`config.mk`:
```
export PLATFORM = sky130hd
export DESIGN_NAME = ttf_queue
export DESIGN_NICKNAME = d
export VERILOG_FILES = /design/src/hdl/ttf_pkg.sv /design/src/hdl/ttf_queue.sv
export SDC_FILE = /design/constraint.sdc
export NUM_CORES = 1
export LEC_CHECK = 0
export BUFFER_PORTS_ARGS = -buffer_cell sky130_fd_sc_hd__clkbuf_2
export CAP_MARGIN = 20
export CORE_MARGIN = 2
export CORE_UTILIZATION = 25
export CTS_BUF_LIST = sky130_fd_sc_hd__clkbuf_4 sky130_fd_sc_hd__clkbuf_8 sky130_fd_sc_hd__clkbuf_16
export CTS_CLUSTER_SIZE = 12
export DETAILED_ROUTE_END_ITERATION = 10
export PLACE_DENSITY_LB_ADDON = 0.08
export SLEW_MARGIN = 20
export SYNTH_ARGS = -nofsm -noshare
export SYNTH_HDL_FRONTEND = slang
export SYNTH_SLANG_ARGS = --single-unit
```
`constraint.sdc`:
```
create_clock -name clk_i -period 11.5 [get_ports clk_i]
set_input_delay 2.3 -clock clk_i [delete_from_list [all_inputs] [get_ports clk_i]]
set_output_delay 2.3 -clock clk_i [all_outputs]
set_load 0.005 [all_outputs]
```
`src/hdl/ttf_pkg.sv`:
```
// Shared types and constants for the triangle tangent frame unit.
package ttf_pkg;

  localparam int unsigned PosW = 32;
  localparam int unsigned UvW  = 16;
  localparam int unsigned UvFracBits = 12;       // texture coordinate fraction bits
  localparam int unsigned DpW  = PosW + 1;       // position delta
  localparam int unsigned DuvW = UvW + 1;        // uv delta
  localparam int unsigned DetW = 2 * DuvW + 1;   // determinant
  localparam int unsigned NumW = DpW + DuvW + 1; // numerator (51 bits)
  localparam int unsigned QueueDepth = 2;

  // One finished triangle: deltas handed from front to back.
  typedef struct packed {
    logic signed [DpW-1:0]  dp0_x, dp0_y, dp0_z;
    logic signed [DpW-1:0]  dp1_x, dp1_y, dp1_z;
    logic signed [DuvW-1:0] du0, dv0, du1, dv1;
  } tri_t;

  typedef enum logic [2:0] {
    ST_IDLE,
    ST_DET,
    ST_MUL,
    ST_DIV,
    ST_OUT
  } back_state_e;

endpackage

```
`src/hdl/ttf_queue.sv`:
```
// Small FIFO of triangles between front and back.
module ttf_queue (
  input  logic          clk_i,
  input  logic          rst_ni,
  input  logic          wr_valid_i,
  output logic          wr_ready_o,
  input  ttf_pkg::tri_t wr_data_i,
  output logic          rd_valid_o,
  input  logic          rd_ready_i,
  output ttf_pkg::tri_t rd_data_o
);
  import ttf_pkg::*;

  tri_t       mem_q [QueueDepth];
  logic       wp_q, rp_q;
  logic [1:0] cnt_q;
  logic       wr, rd;

  assign wr_ready_o = (cnt_q != 2'(QueueDepth));
  assign rd_valid_o = (cnt_q != 2'd0);
  assign rd_data_o  = mem_q[rp_q];
  assign wr = wr_valid_i && wr_ready_o;
  assign rd = rd_valid_o && rd_ready_i;

  always_ff @(posedge clk_i or negedge rst_ni) begin
    if (!rst_ni) begin
      wp_q <= 1'b0; rp_q <= 1'b0; cnt_q <= 2'd0;
    end else begin
      if (wr) wp_q <= ~wp_q;
      if (rd) rp_q <= ~rp_q;
      cnt_q <= cnt_q + 2'(wr) - 2'(rd);
    end
  end

  always_ff @(posedge clk_i) begin
    if (wr) mem_q[wp_q] <= wr_data_i;
  end
endmodule

```
# Yosys cells after proc, flatten, opt, wreduce, memory -nomap -nowiden
# Memories as Yosys holds them, arrays and structs flattened.
# Cells that the tools add are included.
classes:
  n_addsub: 2
  n_mul: 0
  div: 0
  magnitude_cmp: 0
  eq_ne: 1
  shift: 0
  mux: 2
  bitwise_logic: 2
  n_reduce_logical: 3
ops:
  columns: ["op", "n"]
  rows:
  - ["$add 2x1->2", 1]
  - ["$logic_and 1x1->1", 2]
  - ["$mux 1", 2]
  - ["$ne 2x2->1 const B", 1]
  - ["$not 1->1", 2]
  - ["$reduce_bool 2->1", 1]
  - ["$sub 2x1->2", 1]
totals:
  ff_bits: 4
  latch_bits: 0
  mem_bits_rw: 532
  romBits: 0
  in_bits: 270
  memories: 1
memory_table:
  columns: ["memory", "words", "width", "rd", "rd_ports_with_merged_regs", "wr", "line_no", "text"]
  rows:
  - ["mem_q", 2, 266, 1, 0, 1, "ttf_queue.sv:14", "tri_t mem_q [QueueDepth];"]

# Longest topological paths before layout
# Gate-level depths: netlist (run 1).
depth:
  depth_word: 4
  mapped_depth: 7

# Worst setup path before layout (run 1)
# Ideal clock, no wire load.
synth_path:
  path_type: "input port to flip-flop"
  from: "input wr_valid_i"
  to: "memory mem_q[0][0] in the netlist's numbering (enable)"
  setup_ns: 0.898
  arrival_ns: 13.410
  path_slack_ns: -2.808
  stages: 2
  path_buffers: 0
  path_cell_list: "nand2_1 > nor2_1"
synth_via:
  elab_chain_len: 3
synth_rtl:
  columns: ["item", "line_no", "text"]
  rows:
  - ["from (decl)", "ttf_queue.sv:5", "input logic wr_valid_i,"]
  - ["$logic_and 1x1->1", "ttf_queue.sv:22", "assign wr = wr_valid_i && wr_ready_o;"]
  - ["$mux 1", "ttf_queue.sv:36", "if (wr) mem_q[wp_q] <= wr_data_i;"]
  - ["$mux 1 (not written as such)", "ttf_queue.sv:36", null]
  - ["to (decl)", "ttf_queue.sv:14", null]
# No other way between the ends.

==> results of run 1 <==
[worst max path at each step]
stage | start | to | depth (start not counted)
finish | rp_q | rd_data_o[43] | 4
global route | rp_q | rd_data_o[43] | 4
CTS | rp_q | rd_data_o[96] | 3
detailed placement | wr_valid_i | mem_q[1][229] | 4
global placement | wr_valid_i | mem_q[1][257] | 4
floorplan | wr_valid_i | mem_q[0][0] | 2
[metal layers]
metal | part of all wire [%] | vias up | GRT usage [%]
li1 | - | 4548 | -
met5 | 0.26 | - | 0
met4 | 1.9 | 18 | 2.91
met3 | 10 | 87 | 5.24
met1 | 36 | 4957 | 12.2
met2 | 51 | 321 | 19.9
[synthesized netlist by cell type]
| library cell | instances | area share [%] |
|---|---|---|
| and3_1 | 1 | 0.031 |
| or2_2 | 1 | 0.031 |
| xor2_1 | 1 | 0.043 |
| edfxtp_1 | 532 | 79 |
| xnor2_1 | 3 | 0.13 |
| inv_1 | 1 | 0.018 |
| nand2b_1 | 1 | 0.031 |
| nand2_1 | 1 | 0.018 |
| buf_6 | 27 | 1.5 |
| and2_1 | 1 | 0.031 |
| nor2_1 | 1 | 0.018 |
| mux2_2 | 36 | 2.0 |
| buf_2 | 3 | 0.074 |
| ha_1 | 2 | 0.12 |
| dfrtp_1 | 4 | 0.49 |
| mux2_4 | 230 | 17 |
[cell usage in the layout, fill, tap and decap left out]
cell and instances:
clkinv_1 19, inv_6 2, clkinv_2 11, mux2_2 36, clkbuf_16 61, buf_4 5
nor2_4 1, clkinvlp_4 1, bufinv_16 4, nand2_1 1, or2_2 1, and3_4 1
buf_12 4, dfrtp_1 3, dfrtp_4 1, inv_1 1, clkbuf_2 537, and2_1 1
ha_1 2, buf_16 1, clkinv_4 1, xnor2_1 3, diode_2 1, mux2_4 230
xor2_1 1, edfxtp_1 532, clkbuf_4 12, nand2b_1 1
[flip-flops by register name, summed over array words and instances, names as in the netlist]
register / flops
cnt_q: 2
wp_q: 1
mem_q: 532
rp_q: 1
[area by class of cell]
| cell class | count | area, µm² | area share [%] |
|---|---|---|---|
| Antenna cell | 1 | 2.50 | 0.00959 |
| Clock buffer | 73 | 1620 | 6.19 |
| Clock inverter | 38 | 280 | 1.07 |
| Inverter | 1 | 3.75 | 0.0144 |
| Multi-Input combinational cell | 278 | 3960 | 15.2 |
| Sequential cell | 536 | 16100 | 61.6 |
| Tap cell | 1060 | 1330 | 5.08 |
| Timing Repair Buffer | 547 | 2830 | 10.9 |
[stage by stage]
step | instance area [µm²] | worst slack [ns]
CTS | 26100 | 5.85
finish | 26100 | 6.10
global placement | 24200 | 6.16
detailed placement | 24200 | 6.16
global route | 26100 | 5.92
floorplan | 20400 | 1.70
[cells by family (layout without fill, tap and decap cells)]
kind of cell | Yosys count | count (layout) | synth area share (%)
XOR/XNOR | 4 | 4 | 0.172
adder cells (fa/ha/maj) | 2 | 2 | 0.123
buffers and inverters | 31 | 659 | 1.59
flip-flops | 536 | 536 | 79.0
multiplexers | 266 | 266 | 19.0
other | 0 | 1 | 0
AND/OR/NAND/NOR | 6 | 6 | 0.160
[where the power goes]
group	switching, µW	internal, µW	leakage (µW)
Combinational	1010	1030	0.00438
Sequential	115	2670	0.00499
Clock	759	1080	0.000950
Total	1880	4790	0.0103
==> out/results.txt, run 1 <==
Data arrival time of the worst path: 3.10 ns
Power density relative to cell area: 255 nW/µm²
Antenna Violating Nets Remaining: 0
Initial core utilization: 25.3%
Reg2reg end: mem_q[1][259]
Max_cap viols: 0
Setup Fix Bufs, Post-CTS: 0
Number of distinct library cells after synthesis: 16
Syn Area/Cell: 24.1 µm²
Post-route insts no fill: 2534
Netlist Area Pre-Place: 20300 µm²
Worst max-slew margin expressed relative to the limit: 28.3%
Routability congestion estimate from global placement: 0.710
Number of cells after detailed placement: 2421
Final Skew: 0.0209 ns
Net count reported at finish: 1696
Port buffer count: 537
Layout Area Growth over Synthesis: 28.3%
Core Box Area: 80500 µm²
Ports placed on the boundary: 538
Worst-margin pin slew: 1.08 ns
RSZ-0062 raised after global routing: false
Crit Path Max Fanout: 115
Largest net degree at the start of global routing: 124
Horizontal die dimension: 289 µm
Worst-path cell with the longest stage delay: dfrtp_4
Worst path cell trace: buf_16, buf_12, mux2_4, clkbuf_2
Family with the most delay on the worst path: buffers and inverters
Synthesized instance count: 845
Register area share after synthesis: 79.0%
Hpwl dp: 32.9 mm
Total gr overflow: 0
Worst hold path depth: 1
Setup slack, reg-to-reg: 8.00 ns
Hold path start: cnt_q[0]
Layout fillers: 7882
Buffers & Inverters on Critical Path: 3
Worst Hold Slack: 0.536 ns
Antenna violations before repair: 11
CTS H-Tree Depth: 2
Endpoint of the worst hold-timing path: cnt_q[0]
Reported leakage power: 0.0103 µW
Vias in the first global route: 10500
DRC violation count after routing: 0
CP max stage delay: 0.76 ns
Total via count in the routed design: 9931
Gr usage total: 11.3%
Share of the clock period used by the worst path: 46.9%
VDD IR max: 0.000165 V
Crit Path Category: flop to output pin
Result of the run: finished clean
Fmax: 0.185 GHz
# resized after CTS: 0
Detailed Route Iter0 Violations: 360
Share of layout cells above drive strength 1: 61.7%
Average vias per placed instance: 3.92
Critical Path Sink Type: output pin
Chip Height: 289 µm
Worst r2r path cells: 4
Post-CTS clock slew at the launch and capture registers of the worst setup and hold paths: 0.06 ns
Clock root buffer master: clkbuf_16
CTS Hold Bufs: 0
Placement row count: 104
Worst-skew pair later-pin latency: 0.61 ns
Length of the first detailed-routing pass in iterations: 4
Utilization after layout: 32.4%
Accumulated negative setup slack: 0 ns
Number of clock sinks: 536
Global-route wire length before repair: 69.2 mm
Final count of negative-setup-slack endpoints: 0
Routed length per instance: 19.7 µm
Required arrival time at the worst endpoint: 9.20 ns
Number of buffers added by the clock tree synthesis step: 60
Clock Tree Buf Depth: 3
Total power of the final layout: 6670 µW
Kind of start point of the critical path: flop
Flop and latch count out of synthesis: 536
Hold Crit Class: flop to flop
CTS tree: done
Die Area: 83700 µm²
Worst r2r src: cnt_q[0]
Fin. max-slew vios: 0
Mapped Nets: 1117
Total routed wirelength: 49.8 mm
Final critical path time including I/O delays and setup: 5.40 ns
Count of endpoints failing hold in the final timing report: 0
Count of warnings emitted by yosys: 0
Note: power is estimated with default switching activity, not from simulation.
==> run 2: changes to the inputs <==
Clock period 11.5 ns to 5.3 ns, I/O delays scaled along.
==> out/results.txt, run 2 (synthesis gave the netlist of run 1 again) <==
Clock Tree Buf Depth: 3 (unchanged)
Layout Area Growth over Synthesis: 29.4%
Post-route insts no fill: 2545 (+0.43%)
Most frequent standard cell in the layout excluding fill and tap cells: clkbuf_2
Top flop regs: mem_q x532, cnt_q x2
Met3 Wirelength: 5.42 mm (+4.2%)
Family with the most delay on the worst path: flip-flops
Routability congestion estimate from global placement: 0.707 (-0.53%)
Hold Crit Class: primary input to asynchronous set/reset pin
CTS H-Tree Depth: 3 (+1)
Total gr overflow: 0 (unchanged)
Buffers & Inverters on Critical Path: 2 (-1)
Number of cells after detailed placement: 2427 (+0.25%)
CTS Hold Bufs: 0 (unchanged)
# resized after CTS: 0 (unchanged)
Fmax: 0.275 GHz
Vias in the first global route: 10800 (+2.6%)
Port buffer count: 537 (unchanged)
Kind of start point of the critical path: flop
Fin. max-slew vios: 0 (unchanged)
Critical Path Sink Type: output pin
VDD IR max: 0.000271 V (+64%)
Setup Fix Bufs, Post-CTS: 0 (unchanged)
Length of routed met2 wiring: 25.8 mm (+0.79%)
Result of the run: finished clean
Average vias per placed instance: 3.95 (+0.89%)
Final Skew: 0.0206 ns (-0.000361 ns)
Net count reported at finish: 1707 (+0.65%)
Antenna Violating Nets Remaining: 0 (unchanged)
Power density relative to cell area: 558 nW/µm² (+120%)
Ports placed on the boundary: 538 (unchanged)
Gr usage total: 11.6% (+0.27 points)
Max_cap viols: 0 (unchanged)
Worst-skew pair later-pin latency: 0.59 ns (-0.02 ns)
Number of clock sinks: 536 (unchanged)
Post-CTS clock slew at the launch and capture registers of the worst setup and hold paths: 0.06 ns (about the same)
Layout fillers: 7855 (-0.34%)
Routed length per instance: 19.7 µm (+0.13%)
Chip Height: 289 µm (unchanged)
Critical path startpoint: rp_q
Worst path cell trace: buf_12, mux2_4, clkbuf_2
Horizontal die dimension: 289 µm (unchanged)
Die Area: 83700 µm² (unchanged)
Share of layout cells above drive strength 1: 62.7% (+0.96 points)
Share of the clock period used by the worst path: 68.5%
Register bank with the most flops: mem_q
Final count of negative-setup-slack endpoints: 0 (unchanged)
Final critical path time including I/O delays and setup: 3.63 ns
Accumulated negative setup slack: 0 ns (unchanged)
Top sig layer: met5
Worst-margin pin slew: 0.878 ns (-0.198 ns)
Antenna violations before repair: 6 (-5)
Post-place setup slack: 2.21 ns (-3.96 ns)
RSZ-0062 raised after global routing: false
Initial core utilization: 25.3% (unchanged)
Crit Path Max Fanout: 70 (-39%)
Required arrival time at the worst endpoint: 4.24 ns (-4.96 ns)
Worst r2r src: cnt_q[1]
Number of flip-flops in the largest register: 532 (unchanged)
Worst-path cell with the longest stage delay: dfrtp_4
Most used cells in the layout excluding fill and tap cells: clkbuf_2 (537), edfxtp_1 (532), mux2_4 (230)
Largest net degree at the start of global routing: 109 (-12%)
Final worst-path setup slack: 1.67 ns (-4.43 ns)
Data arrival time of the worst path: 2.57 ns (-0.53 ns)
CP max stage delay: 0.86 ns (+0.10 ns)
DRC violation count after routing: 0 (unchanged)
Crit Path Category: flop to output pin
Total routed wirelength: 50.1 mm (+0.56%)
Worst max-slew margin expressed relative to the limit: 41.4% (+13 points)
Count of endpoints failing hold in the final timing report: 0 (unchanged)
Length of the first detailed-routing pass in iterations: 6 (+2)
Clock root buffer master: clkbuf_16
Wire length on met1: 17.9 mm (-0.56%)
Number of buffers added by the clock tree synthesis step: 66 (+10%)
Hpwl dp: 33.7 mm (+2.3%)
Reported leakage power: 0.0104 µW (+1.1%)
Core Box Area: 80500 µm² (unchanged)
Total via count in the routed design: 10100 (+1.3%)
CTS tree: done
Global-route wire length before repair: 71.0 mm (+2.6%)
Detailed Route Iter0 Violations: 375 (+4.2%)
Placement row count: 104 (unchanged)
Worst Hold Slack: 0.295 ns (-0.241 ns)
run 2: per-layer routing:
metal | up-vias | GRT usage [%]
met5 | - | 0
li1 | 4592 | -
met4 | 10 | 3.34
met3 | 77 | 5.83
met2 | 346 | 20.1
met1 | 5038 | 12.3
run 2: path summary, 6_finish.rpt:
path | depth (start not counted) | endpoint | slack, ns
setup / recovery | 3 | rd_data_o[106] | 1.67
hold / removal | 1 | cnt_q[0] | 0.29
setup reg to reg | 3 | mem_q[1][29] | 2.96
hold reg to reg | 1 | cnt_q[0] | 0.52
max in group asynchronous | 1 | rp_q | 4.85
min in group clk_i | 1 | cnt_q[0] | 0.52
run 2: report_power, final:
group | internal (µW) | switching [µW]
sequential | 5800 | 269
combinational | 2220 | 2170
clock | 2520 | 1710
total | 10500 | 4150
run 2: area by class of cell:
class	instances	area, µm²	share of cell area [%]
flip-flops and latches	536	16100	61.0
multi-input cells	278	3980	15.1
repair buffers	552	2880	10.9
clock buffers	91	1900	7.21
well taps	1060	1330	5.04
clock inverters	26	173	0.656
inverters	1	3.75	0.0143
diodes	1	2.50	0.00950
run 2: per-stage QoR:
step / area (µm²) / utilization [%] / power (µW)
after floorplan: 20400 / - / 9020
after global placement: 24300 / 30.1 / 10700
after detailed placement: 24300 / 30.1 / 10700
after CTS: 26300 / 32.7 / 15100
after global routing: 26300 / 32.7 / 15500
final: 26300 / 32.7 / 14700
==> run 3: changes to the inputs <==
Settings changed: ABC_AREA set to 1.
Clock period 5.3 ns to 2.92 ns, I/O delays scaled along.
==> out/results.txt, run 3 <==
Result of the run: finished clean
VDD IR max: 0.000485 V (+79%)
Post-CTS clock slew at the launch and capture registers of the worst setup and hold paths: 0.06 ns (about the same)
Ports placed on the boundary: 538 (unchanged)
Total power of the final layout: 26400 µW (+80%)
Worst-path cell with the longest stage delay: dfrtp_4
Number of buffers added by the clock tree synthesis step: 61 (-7.6%)
Mapped Nets: 1693 (+52%)
Most common cell in the synthesized netlist: nand2_1
CTS H-Tree Depth: 2 (-1)
Top-area cell type share of the netlist area: 81.2% (+2.7 points)
Register area share after synthesis: 81.7% (+2.7 points)
Worst-margin pin slew: 0.727 ns (-0.152 ns)
Largest net degree at the start of global routing: 125 (+15%)
DRC violation count after routing: 0 (unchanged)
Kind of start point of the critical path: flop
Power density relative to cell area: 1020 nW/µm² (+84%)
Post-route standard cell area excluding fillers: 25800 µm² (-1.9%)
Antenna Violating Nets Remaining: 0 (unchanged)
Core Box Area: 77700 µm² (-3.5%)
Detailed Route Iter0 Violations: 452 (+21%)
Length of the first detailed-routing pass in iterations: 6 (unchanged)
Max_cap viols: 0 (unchanged)
Worst path cell trace: inv_8, buf_12, buf_12, nand2_1, nand2_1, clkbuf_2
Number of flip-flops in the largest register: 532 (unchanged)
Reported leakage power: 0.0110 µW (+5.0%)
Placement row count: 102 (-1.9%)
Top flop regs: mem_q x532, cnt_q x2
Buffers & Inverters on Critical Path: 4 (+2)
Share of the clock period used by the worst path: 94.6%
Clock Tree Buf Depth: 3 (unchanged)
Total gr overflow: 0 (unchanged)
Routed length per instance: 18.4 µm (-6.6%)
Post-synth ARST share: 0.746% (unchanged)
Data arrival time of the worst path: 2.18 ns (-0.39 ns)
RSZ-0062 raised after global routing: false
Main area contributors after synthesis: edfxtp_1 (81%), nand2_1 (15%), buf_6 (1.4%)
Crit Path Category: flop to output pin
Clock root buffer master: clkbuf_16
Syn Area/Cell: 13.8 µm² (-43%)
Number of cells after detailed placement: 2980 (+23%)
Number of clock sinks: 536 (unchanged)
Net count reported at finish: 2276 (+33%)
Endpoint of the worst hold-timing path: mem_q[1][227]
Worst r2r src: cnt_q[0]
CTS tree: done
Hold Crit Class: primary input to flop
Final critical path time including I/O delays and setup: 2.76 ns
Antenna violations before repair: 17 (+11)
Post-place setup slack: 0.687 ns (-1.52 ns)
Worst max-slew margin expressed relative to the limit: 51.6% (+10 points)
Flop and latch count out of synthesis: 536 (unchanged)
Final Skew: 0.0305 ns (+0.00997 ns)
Worst-skew pair later-pin latency: 0.62 ns (+0.03 ns)
Register bank with the most flops: mem_q
Critical Path Sink Type: output pin
Setup slack, reg-to-reg: 1.03 ns (-1.93 ns)
Total placed instance area: 23800 µm² (-1.8%)
Count of warnings emitted by yosys: 0 (unchanged)
Die Area: 80900 µm² (-3.3%)
Dominant cell type by area after synthesis: edfxtp_1
Global-route wire length before repair: 82.6 mm (+16%)
Worst hold path depth: 1
Total via count in the routed design: 12400 (+23%)
Count of endpoints failing hold in the final timing report: 0 (unchanged)
Most frequent standard cell in the layout excluding fill and tap cells: nand2_1
Initial core utilization: 25.3% (+0.043 points)
Average vias per placed instance: 4.00 (+1.2%)
Final worst-path setup slack: 0.159 ns (-1.51 ns)
Required arrival time at the worst endpoint: 2.34 ns (-1.90 ns)
Total routed wirelength: 57.1 mm (+14%)
Hold path start: wr_data_i[227]
Routability congestion estimate from global placement: 0.777 (+10%)
Most used cells in the layout excluding fill and tap cells: nand2_1 (809), clkbuf_2 (537), edfxtp_1 (532)
Worst r2r path cells: 6 (+3)
Crit Path Max Fanout: 34 (-51%)
Number of enable-type register cells in the synthesized netlist: 532 (unchanged)
CP max stage delay: 0.53 ns (-0.33 ns)
Most common flop cell mapped by yosys: edfxtp_1
Most frequent cells after synthesis: nand2_1 (811), edfxtp_1 (532), buf_2 (27), buf_6 (25), inv_1 (8)
Reg2reg end: mem_q[0][171]
Number of distinct library cells after synthesis: 13 (-3)
Layout Area Growth over Synthesis: 31.3%
Setup Fix Bufs, Post-CTS: 0 (unchanged)
Vias in the first global route: 12400 (+15%)
Gr usage total: 13.7% (+2.1 points)
Fmax: 0.362 GHz
Netlist Area Pre-Place: 19700 µm² (-3.3%)
Final count of negative-setup-slack endpoints: 0 (unchanged)
Synthesized instance count: 1421 (+68%)
Horizontal die dimension: 284 µm (-1.7%)
Fin. max-slew vios: 0 (unchanged)
Family with the most delay on the worst path: buffers and inverters
Chip Height: 284 µm (-1.7%)
Post-route insts no fill: 3103 (+22%)
Port buffer count: 537 (unchanged)
Share of layout cells above drive strength 1: 33.2% (-29 points)
Hpwl dp: 39.6 mm (+18%)
run 3: power by group:
group	internal, µW	switching, µW
combinational	2840	5350
sequential	10500	369
clock	4390	3040
total	17700	8760
run 3: cell type report:
| cell class | count | area [µm²] |
|---|---|---|
| Antenna cell | 10 | 25.0 |
| Clock buffer | 76 | 1670 |
| Clock inverter | 36 | 280 |
| Fill cell | 7824 | 51900 |
| Inverter | 9 | 45.0 |
| Multi-Input combinational cell | 817 | 3130 |
| Sequential cell | 536 | 16100 |
| Tap cell | 1040 | 1300 |
| Timing Repair Buffer | 579 | 3300 |
run 3: logic make-up (layout without fill, tap and decap cells):
logic type	count (synthesis)	count (layout)	share of synthesized area, %
adders and majority gates	2	2	0.127
buffers and inverters	68	700	2.57
DFF	536	536	81.7
other	0	10	0
and+or+nand+nor	815	815	15.6
run 3: through the flow:
stage	hold WS, ns	util [%]	TNS [ns]
4_1_cts	0.0971	33.2	0
3_5_place_dp	0.410	30.7	0
5_1_grt	0.110	33.2	0
6_report	0.150	33.2	0
3_3_place_gp	0.412	30.7	0
2_1_floorplan	0.288	-	-1106.60
run 3: worst max path at each step:
stage                     from  depth (start not counted)  slack [ns]              to
floorplan           wr_valid_i                          2       -2.10     mem_q[0][0]
global placement          rp_q                          6        0.69  rd_data_o[231]
detailed placement        rp_q                          6        0.69  rd_data_o[231]
CTS                       rp_q                          6       0.009  rd_data_o[231]
global route              rp_q                          6        0.01  rd_data_o[146]
finish                    rp_q                          6        0.16  rd_data_o[231]
run 3: worst register-to-register path: cells and delay by family (launching register included):
kind          cells  cell delay [ns]
flops             1             0.38
simple gates      2             0.24
buf+inv           4             1.04
run 3: repair_timing:
item	in CTS	in global routing
resized for setup	0	1
endpoints found under the setup margin	0	1
endpoints found under the hold margin	4	0
hold buffers	1	0
run 3: metal layers:
metal  track usage (%)  up-vias  share of wire, %  routed length (µm)
li1                  -     6002                 -                   -
met1              15.6     5938                39               22500
met3              4.56      105               7.2                4130
met4              5.32       12               3.0                1720
met2              23.7      362                50               28600
met5                 0        -              0.13                  77
