$ cat src/hdl/ttf_pkg.sv
// Shared types and constants for the triangle tangent frame unit.
package ttf_pkg;

  localparam int unsigned PosW = 32;
  localparam int unsigned UvW  = 16;
  localparam int unsigned UvFracBits = 12;       // texture coordinate fraction bits
  localparam int unsigned DpW  = PosW + 1;       // position delta
  localparam int unsigned DuvW = UvW + 1;        // uv delta
  localparam int unsigned DetW = 2 * DuvW + 1;   // determinant
  localparam int unsigned NumW = DpW + DuvW + 1; // numerator (51 bits)
  localparam int unsigned QueueDepth = 2;

  // One finished triangle: deltas handed from front to back.
  typedef struct packed {
    logic signed [DpW-1:0]  dp0_x, dp0_y, dp0_z;
    logic signed [DpW-1:0]  dp1_x, dp1_y, dp1_z;
    logic signed [DuvW-1:0] du0, dv0, du1, dv1;
  } tri_t;

  typedef enum logic [2:0] {
    ST_IDLE,
    ST_DET,
    ST_MUL,
    ST_DIV,
    ST_OUT
  } back_state_e;

endpackage

$ cat src/hdl/ttf_front.sv
// Front end: collects three vertices and forms triangle deltas.
module ttf_front (
  input  logic                clk_i,
  input  logic                rst_ni,
  input  logic                in_valid_i,
  output logic                in_ready_o,
  input  logic [127:0]        in_data_i,
  output logic                tri_valid_o,
  input  logic                tri_ready_i,
  output ttf_pkg::tri_t       tri_o
);
  import ttf_pkg::*;

  logic [1:0] corner_q, corner_d;
  logic signed [PosW-1:0] p0x_q, p0y_q, p0z_q, p1x_q, p1y_q, p1z_q;
  logic signed [UvW-1:0]  u0_q, v0_q, u1_q, v1_q;
  logic signed [PosW-1:0] px, py, pz;
  logic signed [UvW-1:0]  u, v;
  logic accept;

  assign px = in_data_i[31:0];
  assign py = in_data_i[63:32];
  assign pz = in_data_i[95:64];
  assign u  = in_data_i[111:96];
  assign v  = in_data_i[127:112];

  // corner 2 needs room downstream
  assign in_ready_o  = (corner_q != 2'd2) || tri_ready_i;
  assign accept      = in_valid_i && in_ready_o;
  assign tri_valid_o = in_valid_i && (corner_q == 2'd2);

  // deltas relative to corner 0
  always_comb begin
    tri_o.dp0_x = DpW'(p1x_q) - DpW'(p0x_q);
    tri_o.dp0_y = DpW'(p1y_q) - DpW'(p0y_q);
    tri_o.dp0_z = DpW'(p1z_q) - DpW'(p0z_q);
    tri_o.dp1_x = DpW'(px) - DpW'(p0x_q);
    tri_o.dp1_y = DpW'(py) - DpW'(p0y_q);
    tri_o.dp1_z = DpW'(pz) - DpW'(p0z_q);
    tri_o.du0   = DuvW'(u1_q) - DuvW'(u0_q);
    tri_o.dv0   = DuvW'(v1_q) - DuvW'(v0_q);
    tri_o.du1   = DuvW'(u) - DuvW'(u0_q);
    tri_o.dv1   = DuvW'(v) - DuvW'(v0_q);
  end

  always_comb begin
    corner_d = corner_q;
    if (accept) begin
      corner_d = (corner_q == 2'd2) ? 2'd0 : corner_q + 2'd1;
    end
  end

  always_ff @(posedge clk_i or negedge rst_ni) begin
    if (!rst_ni) begin
      corner_q <= 2'd0;
    end else begin
      corner_q <= corner_d;
    end
  end

  // held corners, payload only
  always_ff @(posedge clk_i) begin
    if (accept && corner_q == 2'd0) begin
      p0x_q <= px; p0y_q <= py; p0z_q <= pz; u0_q <= u; v0_q <= v;
    end
    if (accept && corner_q == 2'd1) begin
      p1x_q <= px; p1y_q <= py; p1z_q <= pz; u1_q <= u; v1_q <= v;
    end
  end
endmodule

$ cat config.mk
export PLATFORM = sky130hd
export DESIGN_NAME = ttf_front
export DESIGN_NICKNAME = d
export VERILOG_FILES = /design/src/hdl/ttf_pkg.sv /design/src/hdl/ttf_front.sv
export SDC_FILE = /design/constraint.sdc
export NUM_CORES = 1
export LEC_CHECK = 0
export BUFFER_PORTS_ARGS = -buffer_cell sky130_fd_sc_hd__buf_2
export CAP_MARGIN = 20
export CORE_ASPECT_RATIO = 1.4
export CORE_UTILIZATION = 40
export CTS_CLUSTER_SIZE = 30
export DETAILED_ROUTE_END_ITERATION = 12
export GPL_TIMING_DRIVEN = 1
export PLACE_DENSITY = 0.59
export REMOVE_ABC_BUFFERS = 1
export SLEW_MARGIN = 20
export SYNTH_ARGS = -nofsm -noshare
export SYNTH_HDL_FRONTEND = slang
export SYNTH_SLANG_ARGS = --single-unit
$ cat constraint.sdc
create_clock -name clk_i -period 12.2 [get_ports clk_i]
set_clock_uncertainty 0.05 [all_clocks]
set_input_delay 1.22 -clock clk_i [delete_from_list [all_inputs] [get_ports clk_i]]
set_output_delay 1.22 -clock clk_i [all_outputs]
set_load 0.005 [all_outputs]
* After elaboration in Yosys (flattened, before gate mapping)
Cells that the tools add are included.
** Storage, ports and cells
- Bits in registers :: 258
- Word-level logic and storage cells :: 32
** Cells by class
- Add/subtract/negate cells :: 11
- Eq/ne operators :: 3
- Multiplexer cells :: 1
- Reductions and logical operators :: 6
** Operators with widths (count)
- subtractor 32 x 32 -> 33 bit :: 6
- subtractor 16 x 16 -> 17 bit :: 4
- logical AND 1 bit :: 4
- adder 2 x 1 -> 2 bit, second input constant :: 1
- == test 2 x 1 -> 1 bit, second input constant :: 1
- == test 2 bit, second input constant :: 1
- zero test 2 bit :: 1
- 2-to-1 mux 2 bit :: 1
- != test 2 bit, second input constant :: 1
- logical OR 1 bit :: 1

* Longest topological paths before layout
Gate-level depths: netlist (run 1).
- Depth after elaboration :: 4
- Mapped depth :: 13

* Worst setup path before layout (run 1)
OpenSTA, ideal clock, no wires.
- Path type :: input port to flip-flop
- From :: input in_valid_i
- To :: register p0x_q[0] (enable)
- Setup time :: 0.775 ns
- Arrival time :: 9.947 ns
- Required time :: 11.375 ns
- Setup slack :: 1.428 ns
- Cell stages on the path :: 2
- Cell sequence :: inv_1 -> nor3_1
** On the way
- Cells in the longest elaborated chain, start to end :: 2
** Ends and longest elaborated chain
- from (decl) :: line ttf_front.sv:5 : input logic in_valid_i,
- logical AND 1 bit :: line ttf_front.sv:29 : assign accept = in_valid_i && in_ready_o;
- logical AND 1 bit :: line ttf_front.sv:63 : if (accept && corner_q == 2'd0) begin
- to (signal assigned) :: line ttf_front.sv:64 : p0x_q <= px; p0y_q <= py; p0z_q <= pz; u0_q <= u; v0_q <= v;
- to (decl) :: line ttf_front.sv:15 : logic signed [PosW-1:0] p0x_q, p0y_q, p0z_q, p1x_q, p1y_q, p1z_q;
No other way between the ends.
A chain may end at the register's enable or synchronous reset.

==> results of run 1 <==
## cell usage after synthesis (all sizes together), types with 24 or more instances
library cell,number
nand2,127
a21oi,171
nand2b,32
o21a,52
xnor2,149
nor3,26
xor2,50
a31oi,24
edfxtp,256
ha,256
nor2b,37
nor2,137
o21ai,107
a21o,84
o21bai,25
inv,214
nand3,41
## power by group
part           total (mW)  internal, mW  switching [mW]
registers            1.23          1.19          0.0472
logic                2.60          1.11            1.49
clock network       0.902         0.539           0.363
## worst register-to-register path: stages, from the launching register on
cell	delay, ns
dfrtp_1	0.43
nand2_1	0.12
nor2_4	0.65
buf_4	0.89
buf_4	0.68
## flip-flops by register name (all words and copies together) (netlist names)
register	flops
corner_q	2
p0x_q	32
p0y_q	32
p0z_q	32
p1x_q	32
p1y_q	32
p1z_q	32
u0_q	16
u1_q	16
v0_q	16
v1_q	16
## worst paths after layout
check	start	end	slack (ns)
hold reg to reg	corner_q[0]	corner_q[0]	0.54
min in group clk_i	corner_q[0]	corner_q[0]	0.54
hold / removal	rst_ni	corner_q[0]	0.38
max in group asynchronous	rst_ni	corner_q[1]	11.62
setup reg to reg	corner_q[0]	p1y_q[26]	9.01
setup / recovery	in_data_i[33]	tri_o[132]	6.47
## cells by family after synthesis
| family | count (synthesis) |
|---|---|
| AO/OA/AOI/OAI | 599 |
| XOR/XNOR | 199 |
| adder cells (fa/ha/maj) | 266 |
| buffers and inverters | 225 |
| flip-flops | 258 |
| AND/OR/NAND/NOR | 483 |
## cell type report
type,instances,area [sq um]
Tap cell,637,797
Antenna cell,4,10.0
Clock inverter,19,228
Fill cell,4713,25400
Sequential cell,258,7740
Multi-Input combinational cell,1547,11400
Clock buffer,33,741
Inverter,214,803
Timing Repair Buffer,402,2030
## per-stage QoR
| step | instances | hold WS, ns | setup WS, ns |
|---|---|---|---|
| final | 3114 | 0.383 | 6.47 |
| after global routing | 3113 | 0.346 | 6.26 |
| after CTS | 3110 | 0.334 | 6.44 |
| after detailed placement | 3058 | 0.527 | 6.44 |
| after global placement | 3058 | 0.513 | 6.50 |
| after floorplan | 2019 | 0.452 | 1.43 |
## routing by layer
layer	share of wire	vias up
met5	0.0021	-
met4	0.038	18
met3	0.063	120
met2	0.52	386
met1	0.38	7655
li1	-	8290
==> summary.md, run 1 <==
| Metric | Value |
|---|---|
| Largest net degree at the start of global routing | 129 |
| EDFF count, synth | about 260 |
| Main combinational cell family by area after synthesis | compound AO/OA/AOI/OAI gates |
| Crit. End Element | output pin |
| CTS tree | done |
| WL final | 53500 um |
| Dpl hpwl | 42800 um |
| GR peak layer | met2 |
| Total CTS buffers | 29 |
| Setup TNS | 0 ns |
| Setup violations, final | 0 |
| HP Class | primary input to async pin |
| Most frequent cells in the layout | buf_2 (399), ha_1 (256), edfxtp_1 (256), inv_1 (214), a21oi_1 (171) |
| Max_slew headroom | 0.357 |
| Site row count | 96 |
| Crit Path Class | primary input to output pin |
| Core area | 49100 sq um |
| I/O pin count | 400 |
| Final core occ | 0.484 |
| DRT Pass-1 Iters | 5 |
| Root Driver | clkbuf_16 |
| Share of cells above drive strength 1 | 0.193 |
| Leakage power | 10.8 nW |
| R2r worst-path depth | 4 |
| Post-CTS Setup Inserts | 0 |
| Yosys reg bits | 258 |
| CP top delay family | compound AO/OA/AOI/OAI gates |
| Post-synthesis xor/xnor area fraction | 0.0872 |
| RSZ-0062 raised after global routing | no |
| Compound-Gate Fraction of Synth Area | 0.198 |
| Routability Congestion | 0.891 |
| Crit Path Max Fanout | 4 |
| Tcrit/Tclk final | 0.469 |
| CP cell instances | buf_2, ha_1, nor2b_1, o31a_1, o31a_1, a2111oi_2, o31ai_1, a221oi_2, o21a_1, o21ai_1, a221oi_2, xnor2_1, buf_2 |
| Crit path time final | 5.73 ns |
| Initial antenna violation count | 13 |
| Syn-to-layout area delta | 18.9% |
| Vias in the first global route | ~17000 |
| Area leader, netlist | edfxtp_1 |
| M2 GR Usage | 0.386 |
| Cell Area, Placed | 22800 sq um |
| Deepest clock path buffer count | 3 |
| Largest cells by area after synthesis | edfxtp_1 (38%), ha_1 (16%), xnor2_1 (6.5%) |
| Simple-Gate Fraction of Synth Area | 0.116 |
| CTS H-Tree Depth | 1 |
| Count of input and output buffers | 399 |
| DRC viols | 0 |
| Startpoint types | primary input |
| CP max-delay cell | a2111oi_2 |
| Hold_buf cts | 0 |
| Gr ovfl total | 0 |
| Post-synthesis mux area share | 0 |
| Final Hold Vio Count | 0 |
| Adder-Cell Fraction of Synth Area | 0.170 |
| Die ar. | between 50000 and 60000 sq um |
| Status | finished, final reports clean |
| Netlist cell types | 72 |
| Cell Pwr Density | 199 nW/um^2 |
| DR WL/cell | 17.2 um |
| Power, Total | 4.74 mW |
| Bufs and invs on worst path | 2 |
| Commonest non-fill, non-tap cell in the layout | buf_2 |
| First-pass GRT wire length | 82600 um |
| Avg Cell Area, Syn | about 9.8 sq um |
| Share of the synthesized area in the top cell type | 0.385 |
| Worst-margin pin slew | 0.965 ns |
| CTS-repair resized insts | 0 |
| M3 GR Usage | 0.0454 |
| Initial Util | 0.407 |
| Async set-reset flop share out of synthesis | 0.00775 |
| Vias | about 16000 |
| Critical Path RT | 10.93 ns |
| Fin area | 23800 sq um |
| DR vias/cell | 5.29 |
| Final ANT Viol Nets | 0 |
| Clk pin slew, worst setup/hold paths | 0.06 ns |
| Cell count after synthesis | 2030 |
| Die H | approximately 270 um |
| Max IR drop VDD | 0.227 mV |
| Max-slew violations | 0 |
| All-layer global routing usage | 0.204 |
| YS warnings | 0 |
| Nets | 2850 |
| CP arrival | between 4 and 5 ns |
| Critical path depth | 13 |
| Fmax achieved | between 0.15 and 0.2 GHz |
| Crit-path max cell delay | 0.52 ns |
| Post-Syn Area | 20000 sq um |
| Die width | 191 um |
| Max-Cap Viols | 0 |
| Clock Latency Late Sink | 0.56 ns |
| DRT iter0 DRCs | 624 |
| Share of the yosys chip area belonging to registers | 0.387 |
| Synth Flop Type | edfxtp_1 |
| M1 GR Usage | 0.214 |
| Clock Sink Count | between 200 and 300 |
(Power assumes the default switching activity.)
==> inputs of run 2 (changes only) <==
Clock period 12.2 ns to 5.68 ns, I/O delays scaled along.
==> summary.md, run 2 (synthesis gave the netlist of run 1 again) <==
| Metric | Value |
|---|---|
| Startpoint types | flop |
| Root Driver | clkbuf_16 |
| CTS H-Tree Depth | 1 (unchanged) |
| Clock Latency Late Sink | 0.57 ns (about the same) |
| Psw | 4.13 mW (+120%) |
| Initial Util | 0.407 (unchanged) |
| DRT iter0 DRCs | 659 (+5.6%) |
| Clk pin slew, worst setup/hold paths | 0.06 ns (about the same) |
| Critical Path RT | 5.06 ns (-5.87 ns) |
| DRT Pass-1 Iters | 6 (+1) |
| Max-slew violations | 0 (unchanged) |
| Tcrit/Tclk final | 0.853 |
| Deepest clock path buffer count | 3 (unchanged) |
| All-layer global routing usage | 0.206 (+0.00178) |
| Core area | 49100 sq um (unchanged) |
| Max_slew headroom | 0.396 (+0.0394) |
| CP cell instances | ha_1, fa_1, nor2b_1, o21ai_0, a21oi_1, o22ai_1, o31ai_1, a21oi_1, or4_1, and4b_1, a21oi_1, xor2_1, buf_2 |
| Worst r2r src | corner_q[0] |
| Cell Area, Placed | 22800 sq um (about the same) |
| Site row count | 96 (unchanged) |
| Hold endpoint | p1z_q[31] |
| Total CTS buffers | 31 (+6.9%) |
| CTS tree | done |
| Fillcell total | 4652 (-1.3%) |
| Finished Layout Cells | 3126 (+0.39%) |
| CTS-repair resized insts | 0 (unchanged) |
| Clock group share of total power | 0.206 (+0.016) |
| Largest net degree at the start of global routing | 129 (unchanged) |
| Flop-to-flop setup slack | 3.37 ns (-5.64 ns) |
| HP Class | primary input to flop |
| Setup violations, final | 0 (unchanged) |
| First-pass GRT wire length | 83800 um (+1.5%) |
| Internal power | 6.26 mW (+120%) |
| Crit. End Element | output pin |
| Max-Cap Viols | 0 (unchanged) |
| Cell Pwr Density | 434 nW/um^2 (+120%) |
| Sw Ratio | 0.397 (-0.00346) |
| Logic gate share of total power | 0.540 (-0.010) |
| CP top delay family | compound AO/OA/AOI/OAI gates |
| Die ar. | 50900 sq um (unchanged) |
| Dpl hpwl | 42600 um (-0.39%) |
| Count of input and output buffers | 399 (unchanged) |
| RR Endpoint | p1z_q[11] |
| Die H | 267 um (unchanged) |
| Status | finished, final reports clean |
| DR WL/cell | 17.2 um (about the same) |
| Leakage power | 10.9 nW (+0.56%) |
| Final core occ | 0.487 (+0.00331) |
| Fmax achieved | 0.206 GHz |
| Fin area | 23900 sq um (+0.68%) |
| Setup TNS | 0 ns (unchanged) |
| WL final | 53800 um (+0.47%) |
| Crit Path Class | flop to output pin |
| Syn-to-layout area delta | 19.7% |
| Gr ovfl total | 0 (unchanged) |
| PnR worst setup slack | 0.834 ns (-5.64 ns) |
| Worst-margin pin slew | 0.904 ns (-0.0612 ns) |
| R2r worst-path depth | 3 (-1) |
| Crit path time final | 4.85 ns |
| I/O pin count | 400 (unchanged) |
| Max IR drop VDD | 0.558 mV (+150%) |
| CP arrival | 4.23 ns (-0.23 ns) |
| Final hold slack | 0.133 ns (-0.251 ns) |
| Dpl cells | 3057 (-0.033%) |
| Die width | 191 um (unchanged) |
| Initial antenna violation count | 15 (+2) |
| Top cell by count, worst path | a21oi_1 |
| Vias | 16600 (+1.0%) |
| Hold path depth | 1 |
| DRC viols | 0 (unchanged) |
| Vias in the first global route | 16700 (+1.4%) |
| CP max-delay cell | or4_1 |
| RSZ-0062 raised after global routing | no |
| Sequential share of power | 0.255 (-0.005) |
| Most frequent cells in the layout | buf_2 (399), ha_1 (256), edfxtp_1 (256), inv_1 (214), a21oi_1 (171) |
| Clock Sink Count | 258 (unchanged) |
| Bufs and invs on worst path | 1 (-1) |
| Crit-path max cell delay | 0.59 ns (+0.07 ns) |
| Power, Total | 10.4 mW (+120%) |
| Share of cells above drive strength 1 | 0.194 (+0.000339) |
| Final ANT Viol Nets | 0 (unchanged) |
| DR vias/cell | 5.32 (+0.63%) |
| Commonest non-fill, non-tap cell in the layout | buf_2 |
| Place WS | 1.28 ns (-5.16 ns) |
| Final Hold Vio Count | 0 (unchanged) |
| Routability Congestion | 0.898 (+0.77%) |
| Crit Path Max Fanout | 5 (+1) |
| Origin of the worst min-delay path | in_data_i[95] |
| Nets | 2852 (+0.070%) |
==> run 2: changes by cell type in the layout (fill, tap and decap cells not counted), sizes merged <==
cell / delta
clkinv: -3
inv: +1
dlygate4sd3: +1
clkbuf: +8
clkinvlp: -1
buf: -1
bufinv: +1
diode: +6
==> run 2: final cells by class <==
| cell class | count | area, sq um | area share |
|---|---|---|---|
| multi-input cells | 1547 | 11400 | 0.477 |
| inverters | 214 | 803 | 0.0336 |
| well taps | 637 | 797 | 0.0333 |
| repair buffers | 402 | 2050 | 0.0855 |
| clock inverters | 17 | 258 | 0.0108 |
| diodes | 10 | 25.0 | 0.00105 |
| flip-flops and latches | 258 | 7740 | 0.323 |
| clock buffers | 41 | 843 | 0.0352 |
==> run 2: layer usage <==
metal | track usage | share of wire
met1 | 0.218 | 0.38
met2 | 0.386 | 0.51
met3 | 0.0440 | 0.064
met4 | 0.0884 | 0.042
met5 | 0 | 0.0013
==> run 2: repair_timing <==
action,CTS,global route
hold buffers,1,0
buffers inserted,0,0
hold endpoints to repair,2,0
==> run 2: power by group through the flow <==
stage	Combinational, mW	Clock, mW	Sequential [mW]
finish	5.61	2.14	2.65
global route	6.22	2.25	2.68
CTS	5.66	2.20	2.65
detailed placement	5.62	0	2.69
global placement	5.56	0	2.68
floorplan	3.49	0	2.77
==> run 2: how the worst max path moves through the flow <==
stage | start | end | cells after the start
floorplan | in_valid_i | p0x_q[0] | 2
finish | p0z_q[0] | tri_o[197] | 13
CTS | p0y_q[1] | tri_o[132] | 13
global placement | in_data_i[33] | tri_o[132] | 13
detailed placement | in_data_i[33] | tri_o[132] | 13
global route | p0y_q[1] | tri_o[132] | 13
==> inputs of run 3 (changes only) <==
Settings changed: CORE_UTILIZATION 40 to 57, CTS_BUF_LIST from default to sky130_fd_sc_hd__clkbuf_4 sky130_fd_sc_hd__clkbuf_8 sky130_fd_sc_hd__clkbuf_16, GPL_TIMING_DRIVEN 1 to default, PLACE_DENSITY 0.59 to 0.8.
==> summary.md, run 3 (synthesis gave the netlist of run 1 again) <==
| Metric | Value |
|---|---|
| Sequential share of power | 0.260 (+0.005) |
| Internal power | 6.14 mW (-1.9%) |
| Crit-path max cell delay | 0.58 ns (about the same) |
| PnR worst setup slack | 0.809 ns (-0.0253 ns) |
| Top cell by count, worst path | a21oi_1 |
| Logic gate share of total power | 0.547 (+0.007) |
| Max-Cap Viols | 0 (unchanged) |
| Leakage power | 10.9 nW (-0.45%) |
| I/O pin count | 400 (unchanged) |
| Most frequent cells in the layout | buf_2 (399), ha_1 (256), edfxtp_1 (256), inv_1 (214), a21oi_1 (171) |
| Sw Ratio | 0.398 (about the same) |
| Largest net degree at the start of global routing | 128 (-0.78%) |
| Critical Path RT | 5.06 ns (about the same) |
| Vias in the first global route | 16900 (+1.2%) |
| Final Hold Vio Count | 0 (unchanged) |
| Worst-margin pin slew | 0.810 ns (-0.0940 ns) |
| Vias | 17000 (+2.2%) |
| Initial Util | 0.582 (+0.175) |
| Crit Path Max Fanout | 5 (unchanged) |
| Die width | 160 um (-16%) |
| Clock Sink Count | 258 (unchanged) |
| R2r worst-path depth | 3 (unchanged) |
| Total CTS buffers | 28 (-9.7%) |
| Crit path time final | 4.87 ns (+0.0253 ns) |
| Startpoint types | flop |
| Crit. End Element | output pin |
| Site row count | 80 (-17%) |
| Bufs and invs on worst path | 1 (unchanged) |
| DRT Pass-1 Iters | 7 (+1) |
| CP arrival | 4.25 ns (+0.02 ns) |
| Max IR drop VDD | 0.377 mV (-32%) |
| CTS tree | done |
| DRC viols | 0 (unchanged) |
| Fmax achieved | 0.205 GHz (-0.52%) |
| Power, Total | 10.2 mW (-1.9%) |
| CTS-repair resized insts | 0 (unchanged) |
| Final hold slack | 0.161 ns (+0.0287 ns) |
| Clock group share of total power | 0.192 (-0.014) |
| Post-CTS Setup Inserts | 0 (unchanged) |
| WL final | 51700 um (-3.9%) |
| Routability Congestion | 0.952 (+6.0%) |
| Gr ovfl total | 0 (unchanged) |
| CP max-delay cell | or4_1 |
| Origin of the worst min-delay path | in_data_i[112] |
| Deepest clock path buffer count | 3 (unchanged) |
| Psw | 4.05 mW (-1.8%) |
| DRT iter0 DRCs | 1047 (+59%) |
| Max-slew violations | 0 (unchanged) |
| Initial antenna violation count | 10 (-5) |
| Core area | 34300 sq um (-30%) |
| Commonest non-fill, non-tap cell in the layout | buf_2 |
| Fillcell total | 2653 (-43%) |
| Final ANT Viol Nets | 0 (unchanged) |
| Clk pin slew, worst setup/hold paths | 0.06 ns (about the same) |
| Syn-to-layout area delta | 18.0% |
| Share of cells above drive strength 1 | 0.192 (-0.00123) |
| Dpl hpwl | 40700 um (-4.5%) |
| Hold path depth | 1 (unchanged) |
| Place WS | 1.34 ns (+0.0597 ns) |
| Flop-to-flop setup slack | 3.47 ns (+0.10 ns) |
| Worst r2r src | corner_q[1] |
| Cell Area, Placed | 22600 sq um (-1.0%) |
| Status | finished, final reports clean |
| Die H | 224 um (-16%) |
| Die ar. | 35800 sq um (-30%) |
| Setup violations, final | 0 (unchanged) |
| First-pass GRT wire length | 80800 um (-3.6%) |
| HP Class | primary input to flop |
| Nets | 2851 (-0.035%) |
| RSZ-0062 raised after global routing | no |
| Cell Pwr Density | 432 nW/um^2 (-0.42%) |
| Hold_buf cts | 1 (unchanged) |
| DR vias/cell | 5.80 (+8.9%) |
| Count of input and output buffers | 399 (unchanged) |
| CP cell instances | ha_1, fa_1, nor2b_1, o21ai_0, a21oi_1, o22ai_1, o31ai_1, a21oi_1, or4_1, and4b_1, a21oi_1, xor2_1, buf_2 |
| Tcrit/Tclk final | 0.858 (+0.00445) |
| Root Driver | clkbuf_16 |
| Fin area | 23600 sq um (-1.5%) |
| Hold endpoint | v1_q[0] |
| Crit Path Class | flop to output pin |
| All-layer global routing usage | 0.280 (+0.0735) |
| Max_slew headroom | 0.460 (+0.0641) |
| Clock Latency Late Sink | 0.55 ns (-0.02 ns) |
| CP top delay family | compound AO/OA/AOI/OAI gates |
| RR Endpoint | p0x_q[29] |
| DR WL/cell | 17.6 um (+2.4%) |
| CTS H-Tree Depth | 1 (unchanged) |
run 3: cell count changes in the layout (fill, tap and decap cells not counted):
cell,change
clkbuf_16,-2
clkinv_4,-3
clkbuf_1,-7
inv_8,-1
clkinv_2,+2
clkinvlp_4,+1
clkbuf_4,+1
clkinv_1,+6
diode_2,-1
inv_6,-1
buf_4,+3
clkbuf_8,-3
buf_12,-1
run 3: final cells by class:
type | instances | area [sq um] | share of cell area
multi-input combinational | 1547 | 11400 | 0.484
sequential | 258 | 7740 | 0.328
timing repair buffer | 404 | 2050 | 0.0869
inverter | 214 | 803 | 0.0341
clock buffer | 30 | 733 | 0.0311
tap | 451 | 564 | 0.0239
clock inverter | 21 | 251 | 0.0107
antenna | 9 | 22.5 | 0.000955
run 3: worst max path at each step:
stage,to,startpoint,slack [ns],depth (start not counted)
after global routing,tri_o[197],p0z_q[0],0.61,13
final,tri_o[197],p0z_q[0],0.81,13
after CTS,tri_o[197],p0z_q[0],0.82,13
after detailed placement,tri_o[132],in_data_i[33],1.34,13
after global placement,tri_o[132],in_data_i[33],1.38,13
after floorplan,p0x_q[0],in_valid_i,-4.44,2
run 3: worst register-to-register path: cells and delay by family (launching register included):
kind / cells / cell delay, ns
flops: 1 / 0.44
simple gates: 1 / 0.22
buf+inv: 2 / 1.09
run 3: routing by layer:
| layer | up-vias | global-route usage | routed length [um] |
|---|---|---|---|
| li1 | 8277 | - | - |
| met4 | 4 | 0.143 | 2540 |
| met1 | 7959 | 0.295 | 18800 |
| met2 | 608 | 0.524 | 26700 |
| met5 | - | 0 | 22 |
| met3 | 157 | 0.0528 | 3540 |
run 3: metrics by stage:
step                cells  setup TNS (ns)   util
finish               2934               0  0.687
global route         2933               0  0.687
global placement     2873               0  0.657
CTS                  2925               0  0.686
floorplan            2019         -698.04      -
detailed placement   2873               0  0.657
run 3: power groups by stage:
stage | clock (mW) | combinational [mW] | sequential, mW
finish | 1.96 | 5.58 | 2.65
global route | 2.06 | 6.12 | 2.68
CTS | 2.00 | 5.56 | 2.65
detailed placement | 0 | 5.51 | 2.69
global placement | 0 | 5.40 | 2.67
floorplan | 0 | 3.49 | 2.77
